==> config.mk <==
export PLATFORM = sky130hd
export DESIGN_NAME = pfb_ctrl
export DESIGN_NICKNAME = d
export VERILOG_FILES = /design/src/rtl/pfb_pkg.sv /design/src/rtl/pfb_ctrl.sv
export SDC_FILE = /design/constraint.sdc
export NUM_CORES = 1
export LEC_CHECK = 0
export ABC_CLOCK_PERIOD_IN_PS = 3400
export BUFFER_PORTS_ARGS = -buffer_cell sky130_fd_sc_hd__buf_2
export CAP_MARGIN = 25
export CORE_AREA = 2 2 39 41
export CTS_CLUSTER_SIZE = 28
export DETAILED_ROUTE_END_ITERATION = 8
export DIE_AREA = 0 0 41 43
export GPL_TIMING_DRIVEN = 1
export PLACE_DENSITY = 0.59
export REMOVE_ABC_BUFFERS = 1
export SLEW_MARGIN = 15
export SYNTH_ARGS = -nofsm -noshare
export SYNTH_HDL_FRONTEND = slang
export SYNTH_SLANG_ARGS = --single-unit
==> constraint.sdc <==
create_clock -name i_clk -period 3.4 [get_ports i_clk]
set_input_delay 0.34 -clock i_clk [delete_from_list [all_inputs] [get_ports i_clk]]
set_output_delay 0.34 -clock i_clk [all_outputs]
set_load 0.01 [all_outputs]
==> src/rtl/pfb_pkg.sv <==
// Shared types, display geometry and the 5x7 font for the page frame buffer.
// No dependencies; every other file but pfb_ram refers to it by scoped names.
package pfb_pkg;

    localparam int DISPLAY_COLUMNS = 128;
    localparam int DISPLAY_PAGES   = 8;
    localparam int CELL_COLUMNS    = 6;
    localparam int GLYPH_COLUMNS   = 5;
    localparam int CASE_OFFSET     = 32;
    localparam int WORDS_PER_PAGE  = 16;

    localparam int GROUPS   = (DISPLAY_COLUMNS + 7) / 8;
    localparam int WORDS    = DISPLAY_PAGES * GROUPS;
    localparam int ADDR_W   = (WORDS > 1) ? $clog2(WORDS) : 1;
    localparam int GRP_W    = ($clog2(GROUPS) > 4) ? $clog2(GROUPS) : 4;
    localparam int PG_W     = 3;
    localparam int COL_W    = 9;
    localparam int WORD_W   = 64;

    typedef enum logic [2:0] {
        ACT_FILL     = 3'd0,
        ACT_CLEAR    = 3'd1,
        ACT_CHAR     = 3'd2,
        ACT_CLR_ALL  = 3'd3,
        ACT_MARK_ALL = 3'd4,
        ACT_REFRESH  = 3'd5
    } t_action;

    typedef enum logic [2:0] {
        ST_IDLE,
        ST_PREP,
        ST_PAGE,
        ST_RD,
        ST_WR,
        ST_REF_RD,
        ST_REF_LD,
        ST_REF_NONE
    } t_state;

    typedef struct packed {
        logic load;
        logic prep;
        logic clear_all;
        logic mark_all;
        logic mark;
        logic page_next;
        logic grp_init;
        logic grp_next;
        logic rd;
        logic wr;
        logic ref_start;
        logic ref_none;
        logic out_load;
    } t_cmd;

    typedef struct packed {
        logic [2:0] action;
        logic       pg_empty;
        logic       col_empty;
        logic       pg_last;
        logic       grp_last;
        logic       dirty_any;
        logic       out_free;
        logic       ref_last;
    } t_stat;

    // Glyph bytes packed with column 0 in the top byte.
    function automatic logic [39:0] font_glyph(input logic [7:0] code);
        logic [7:0]  c;
        logic [39:0] g;
        c = code;
        if (code >= 8'h61 && code <= 8'h7A) c = code - 8'(CASE_OFFSET);
        case (c)
            8'h30: g = 40'h3E_51_49_45_3E;
            8'h31: g = 40'h00_42_7F_40_00;
            8'h32: g = 40'h42_61_51_49_46;
            8'h33: g = 40'h21_41_45_4B_31;
            8'h34: g = 40'h18_14_12_7F_10;
            8'h35: g = 40'h27_45_45_45_39;
            8'h36: g = 40'h3C_4A_49_49_30;
            8'h37: g = 40'h01_71_09_05_03;
            8'h38: g = 40'h36_49_49_49_36;
            8'h39: g = 40'h06_49_49_29_1E;
            8'h41: g = 40'h7E_11_11_11_7E;
            8'h42: g = 40'h7F_49_49_49_36;
            8'h43: g = 40'h3E_41_41_41_22;
            8'h44: g = 40'h7F_41_41_22_1C;
            8'h45: g = 40'h7F_49_49_49_41;
            8'h46: g = 40'h7F_09_09_09_01;
            8'h47: g = 40'h3E_41_49_49_7A;
            8'h48: g = 40'h7F_08_08_08_7F;
            8'h49: g = 40'h00_41_7F_41_00;
            8'h4A: g = 40'h20_40_41_3F_01;
            8'h4B: g = 40'h7F_08_14_22_41;
            8'h4C: g = 40'h7F_40_40_40_40;
            8'h4D: g = 40'h7F_02_0C_02_7F;
            8'h4E: g = 40'h7F_04_08_10_7F;
            8'h4F: g = 40'h3E_41_41_41_3E;
            8'h50: g = 40'h7F_09_09_09_06;
            8'h51: g = 40'h3E_41_51_21_5E;
            8'h52: g = 40'h7F_09_19_29_46;
            8'h53: g = 40'h46_49_49_49_31;
            8'h54: g = 40'h01_01_7F_01_01;
            8'h55: g = 40'h3F_40_40_40_3F;
            8'h56: g = 40'h1F_20_40_20_1F;
            8'h57: g = 40'h3F_40_38_40_3F;
            8'h58: g = 40'h63_14_08_14_63;
            8'h59: g = 40'h07_08_70_08_07;
            8'h5A: g = 40'h61_51_49_45_43;
            8'h25: g = 40'h63_13_08_64_63;
            8'h3A: g = 40'h00_36_36_00_00;
            8'h2D: g = 40'h08_08_08_08_08;
            8'h2E: g = 40'h00_60_60_00_00;
            default: g = 40'h0;
        endcase
        return g;
    endfunction

endpackage

==> src/rtl/pfb_ctrl.sv <==
// Sequencer for the frame buffer: walks pages and column groups, runs refresh.
// Depends on pfb_pkg.
module pfb_ctrl (
    input  logic           i_clk,
    input  logic           i_rst_n,
    input  logic           i_valid,
    output logic           o_stall,
    input  pfb_pkg::t_stat i_stat,
    output pfb_pkg::t_cmd  o_cmd
);
    pfb_pkg::t_state r_state, n_state;
    logic accept;

    assign o_stall = (r_state != pfb_pkg::ST_IDLE);
    assign accept  = i_valid && !o_stall;

    always_ff @(posedge i_clk) begin
        if (!i_rst_n) r_state <= pfb_pkg::ST_IDLE;
        else          r_state <= n_state;
    end

    always_comb begin
        n_state = r_state;
        o_cmd   = '0;
        unique case (r_state)
            pfb_pkg::ST_IDLE: begin
                if (accept) begin
                    o_cmd.load = 1'b1;
                    n_state    = pfb_pkg::ST_PREP;
                end
            end
            pfb_pkg::ST_PREP: begin
                n_state = pfb_pkg::ST_IDLE;
                unique case (i_stat.action) inside
                    pfb_pkg::ACT_FILL, pfb_pkg::ACT_CLEAR, pfb_pkg::ACT_CHAR: begin
                        o_cmd.prep = 1'b1;
                        n_state    = pfb_pkg::ST_PAGE;
                    end
                    pfb_pkg::ACT_CLR_ALL: begin
                        o_cmd.clear_all = 1'b1;
                        o_cmd.mark_all  = 1'b1;
                    end
                    pfb_pkg::ACT_MARK_ALL: o_cmd.mark_all = 1'b1;
                    pfb_pkg::ACT_REFRESH: begin
                        if (i_stat.dirty_any) begin
                            o_cmd.ref_start = 1'b1;
                            n_state         = pfb_pkg::ST_REF_RD;
                        end else begin
                            n_state = pfb_pkg::ST_REF_NONE;
                        end
                    end
                    default: n_state = pfb_pkg::ST_IDLE;
                endcase
            end
            pfb_pkg::ST_PAGE: begin
                if (i_stat.pg_empty) begin
                    n_state = pfb_pkg::ST_IDLE;
                end else begin
                    o_cmd.mark = 1'b1;
                    if (i_stat.col_empty) begin
                        if (i_stat.pg_last) n_state = pfb_pkg::ST_IDLE;
                        else                o_cmd.page_next = 1'b1;
                    end else begin
                        o_cmd.grp_init = 1'b1;
                        n_state        = pfb_pkg::ST_RD;
                    end
                end
            end
            pfb_pkg::ST_RD: begin
                o_cmd.rd = 1'b1;
                n_state  = pfb_pkg::ST_WR;
            end
            pfb_pkg::ST_WR: begin
                o_cmd.wr = 1'b1;
                if (i_stat.grp_last) begin
                    if (i_stat.pg_last) begin
                        n_state = pfb_pkg::ST_IDLE;
                    end else begin
                        o_cmd.page_next = 1'b1;
                        n_state         = pfb_pkg::ST_PAGE;
                    end
                end else begin
                    o_cmd.grp_next = 1'b1;
                    n_state        = pfb_pkg::ST_RD;
                end
            end
            pfb_pkg::ST_REF_RD: begin
                o_cmd.rd = 1'b1;
                n_state  = pfb_pkg::ST_REF_LD;
            end
            pfb_pkg::ST_REF_LD: begin
                if (i_stat.out_free) begin
                    o_cmd.out_load = 1'b1;
                    if (i_stat.ref_last) begin
                        n_state = pfb_pkg::ST_IDLE;
                    end else begin
                        o_cmd.grp_next = 1'b1;
                        n_state        = pfb_pkg::ST_REF_RD;
                    end
                end
            end
            pfb_pkg::ST_REF_NONE: begin
                if (i_stat.out_free) begin
                    o_cmd.ref_none = 1'b1;
                    n_state        = pfb_pkg::ST_IDLE;
                end
            end
            default: n_state = pfb_pkg::ST_IDLE;
        endcase
    end

    a_wr_after_rd: assert property (@(posedge i_clk) disable iff (!i_rst_n)
        r_state == pfb_pkg::ST_WR |-> $past(r_state) == pfb_pkg::ST_RD)
        else $error("write step without preceding read");

    a_ld_after_rd: assert property (@(posedge i_clk) disable iff (!i_rst_n)
        r_state == pfb_pkg::ST_REF_LD |->
            ($past(r_state) == pfb_pkg::ST_REF_RD || $past(r_state) == pfb_pkg::ST_REF_LD))
        else $error("refresh load without read");

    a_accept_prep: assert property (@(posedge i_clk) disable iff (!i_rst_n)
        accept |=> r_state == pfb_pkg::ST_PREP)
        else $error("accepted beat not decoded");
endmodule

Word-level counts from Yosys, hierarchy flattened
Cells that the tools add are included.
{ "word_totals": {"output_inout_bits": 14, "latch_bits": 0, "input_bits": 13, "ram_bits": 0, "mem_bits_ro": 0, "elab_cells": 64, "regBits": 3, "mem_count": 0} }
{ "op_classes": {"eq_ne": 16, "addsub": 0, "bitwise": 0, "n_lt_le_gt_ge": 0, "div": 0, "reduce_logical": 9, "muxes": 38, "shift": 0, "n_mul": 0} }
{ "ops": {"columns": ["cell", "n"], "rows": [
  ["two-way mux 3 bit", 9],
  ["case mux 3 bit (8 select lines)", 1],
  ["two-way mux 1 bit", 22],
  ["equality test 3 bit (second input constant)", 6],
  ["equality test 3 x 2 -> 1 bit (second input constant)", 4],
  ["equality test 3 x 1 -> 1 bit (second input constant)", 2],
  ["zero test 3 bit", 2],
  ["two-way mux 2 bit", 3],
  ["inequality test 2 bit (second input constant)", 3],
  ["case mux 3 bit (2 select lines)", 1],
  ["inequality test 4 bit (second input constant)", 1],
  ["case mux 1 bit (2 select lines)", 2],
  ["AND reduction 4 bit", 1],
  ["OR reduction 2 bit", 2],
  ["nonzero test 3 bit", 1],
  ["OR reduction 3 bit", 1],
  ["logical AND 1 bit", 1],
  ["zero test 1 bit", 1]
]} }

Longest topological paths before layout
{ "depth": {"ltp_word": 5, "mapped_depth": 5, "depth_no_buf": 4} }

Worst setup path after synthesis
No wires, ideal clock.
{ "synth_timing": {"path_type": "flip-flop to output port", "startpoint": "register r_state[2]", "endpoint": "output port o_cmd[7] in the netlist's numbering", "path_stages_with_launch": 5, "path_slack_ns": 1.906, "path_buffers": 1, "arrival_ns": 1.154, "path_cell_list": "dfxtp_1 -> buf_2 -> nor4b_4 -> nand2_1 -> a21oi_1"} }
{ "synth_lines": {"columns": ["element", "line", "text"], "rows": [
  ["from (decl)", "pfb_ctrl.sv:11", "pfb_pkg::t_state r_state, n_state;"],
  ["from (signal assigned)", "pfb_ctrl.sv:18", "if (!i_rst_n) r_state <= pfb_pkg::ST_IDLE;"],
  ["from (signal assigned)", "pfb_ctrl.sv:19", "else r_state <= n_state;"],
  ["to (decl)", "pfb_ctrl.sv:9", "output pfb_pkg::t_cmd o_cmd"]
]} }

==> results.json <==
{
  "status": "complete, no violations",
  "dr_wl_met2_um": 389,
  "setup.worst_path.class": "reg2out",
  "finClkSkew_ps": 3.681,
  "powerDensity_mw_per_mm2": 302.5,
  "final_area_um2": 549.3,
  "post_cts_buffers": 0,
  "num_vias": 473,
  "cts-root-buf": "clkbuf_4",
  "wirelength_um": 981,
  "synth.yosys.seq_area_share": 0.1524,
  "synth_cell_types": 26,
  "max_slew.worst_pin.slew_ps": 413.9,
  "yosys_warnings": 0,
  "cap_violations": 0,
  "top_layer": "met4",
  "wl_met1_um": 465,
  "r2r-end": "r_state[0]$_SDFFE_PN0P_",
  "synth_top_area_share": 0.1524,
  "wl_met3_um": 107,
  "htreeDepth": 1,
  "area_delta_synth_final_pct": 39.37,
  "reg2reg_depth": 4,
  "hold_path.startpoint": "i_rst_n",
  "dpl-instance-area_um2": 523.0,
  "die_h_um": 43,
  "total_power_mw": 0.1661,
  "pin_count": 27,
  "dieWidth_um": 41,
  "tns_ps": 0,
  "worst_hold_slack_ps": 350.8,
  "clock_path_buffers": 2,
  "synthFlopType": "dfxtp_1",
  "core_area_mm2": 0.001384,
  "setup_ws_ps": 1490,
  "dp.cells": 96,
  "final_antenna_net_count": 0,
  "initial_core_util": 0.2848,
  "netlist_top_cells_area": "dfxtp_1 15%, nor2_1 11%, nand2_1 7.6%",
  "worst_hold_path.num_cells": 2,
  "num_rows": 14,
  "wl_per_cell_um": 9.810,
  "drc": 0,
  "clk_pin_slew_worst_paths_ps": 40,
  "fin_crit_sh": 0.5618,
  "cts.sinks": 3,
  "grt_max_degree": 14,
  "worstPathRequired_ps": 3060,
  "initialDrtViolationCount": 1,
  "relSlewSlack": 0.7237,
  "grt_pass1_wl_um": 1524,
  "track_usage": 0.1244,
  "place_hpwl_um": 802,
  "p_leak_nw": 0.2686,
  "final_util": 0.3969,
  "post-route-min-period_ps": 1910,
  "rrSetupSlack_ps": 1960,
  "arrival_ps": 1570,
  "grt_setup_unrepaired": "false",
  "path_max_fanout": 9,
  "largest_reg_flops": 3,
  "drt_first_pass_iters": 2,
  "start_kind": "flop",
  "end_kind": "primary output",
  "async_flop_share": 0,
  "setup_viol": 0,
  "yosysMostFrequentCell": "nor2_1",
  "fmax_mhz": 523.6,
  "cts_hold_repair.buffers": 0,
  "yosys_register_bits": 3,
  "grt.overflow.total": 0,
  "clock_latency_ps": 230,
  "place_ws_ps": 1732,
  "synth_top_cells_by_count": "12 x nor2_1, 8 x nand2_1, 5 x a21oi_1",
  "synth_edf_count": 0,
  "hold_class": "in2reg",
  "largestRegisters": "r_state: 3 flops",
  "synth_area_um2": 394.1,
  "vias_per_cell": 4.730,
  "largest-register": "r_state",
  "ir_drop_mv": 0.1852,
  "path_cells": "or3b_4, nor2_4, and2_1, buf_2",
  "final_max_slew_viol_count": 0,
  "synth_area_leader_cell": "dfxtp_1",
  "finalNonFillerCells": 100,
  "cts-resized-gates": 0,
  "drive_above_1_share": 0.3929,
  "place_congestion": 0.7366,
  "critical-path-slowest-cell": "dfxtp_1",
  "cp-startpoint": "r_state[0]$_SDFFE_PN0P_",
  "finalNetCount": 98,
  "hold_viol_final": 0,
  "die-area_mm2": 0.001763,
  "cts_tree": "done",
  "numCtsBuffers": 3,
  "grt_pass1_vias": 411,
  "antenna_found_initial": 0,
  "n_antenna_cell": 0,
  "avgSynthCellArea_um2": 6.915,
  "syn_inst": 57,
  "io_buffers": 26,
  "min_delay_worst_endpoint": "r_state[2]$_SDFFE_PN0P_",
  "reg2reg_from": "r_state[1]$_SDFFE_PN0P_",
  "crit_path_max_incr_delay_ps": 490
}
## power by group
part           internal, mW  switching (mW)  leakage (nW)
registers            0.0385         0.00849        0.0245
logic                0.0282          0.0282         0.229
clock network        0.0440          0.0187        0.0150
total                 0.111          0.0554         0.269
## worst max-delay path: cells and delay by family (launching register included)
family / cells / cell delay [ps]
and+or+nand+nor: 3 / 720
buffers and inverters: 1 / 120
DFF: 1 / 490
## layout by cell type, fill, tap and decap left out, types with 2 or more instances in the layout
cell      instances
a21oi_1           5
buf_2            26
clkbuf_4          3
dfxtp_1           3
inv_1             3
nand2_1           8
nand3b_1          2
nor2_1           12
nor3_1            2
o31a_1            2
or3_1             2
## how the worst max path moves through the flow
stage	to	slack, ps	cells after the start
after floorplan	o_cmd[2]	1870	3
after global placement	o_cmd[2]	1750	4
after detailed placement	o_cmd[2]	1730	4
after CTS	o_cmd[2]	1470	4
after global routing	o_cmd[7]	1380	4
final	o_cmd[2]	1490	4
## final cells by class
| class | count | area (um^2) |
|---|---|---|
| clock buffers | 4 | 26.28 |
| fillers | 160 | 834.6 |
| well taps | 16 | 20.02 |
| flip-flops and latches | 3 | 60.06 |
| repair buffers | 26 | 130.1 |
| inverters | 3 | 11.26 |
| multi-input cells | 48 | 301.5 |
## cells by family (layout without fill, tap and decap cells)
logic type	after synthesis	count (layout)	synth area share
and+or+nand+nor	34	34	0.5175
DFF	3	3	0.1524
buffers and inverters	6	33	0.08254
AOI/OAI and AO/OA	13	13	0.2254
xor gates and xnor gates	1	1	0.02223
## layer usage
metal,global-route usage,vias up
li1,-,251
met2,0.1844,26
met3,0.03665,2
met1,0.1571,194
met5,0,-
met4,0.06000,0
Power figures use the tool's default switching activity.
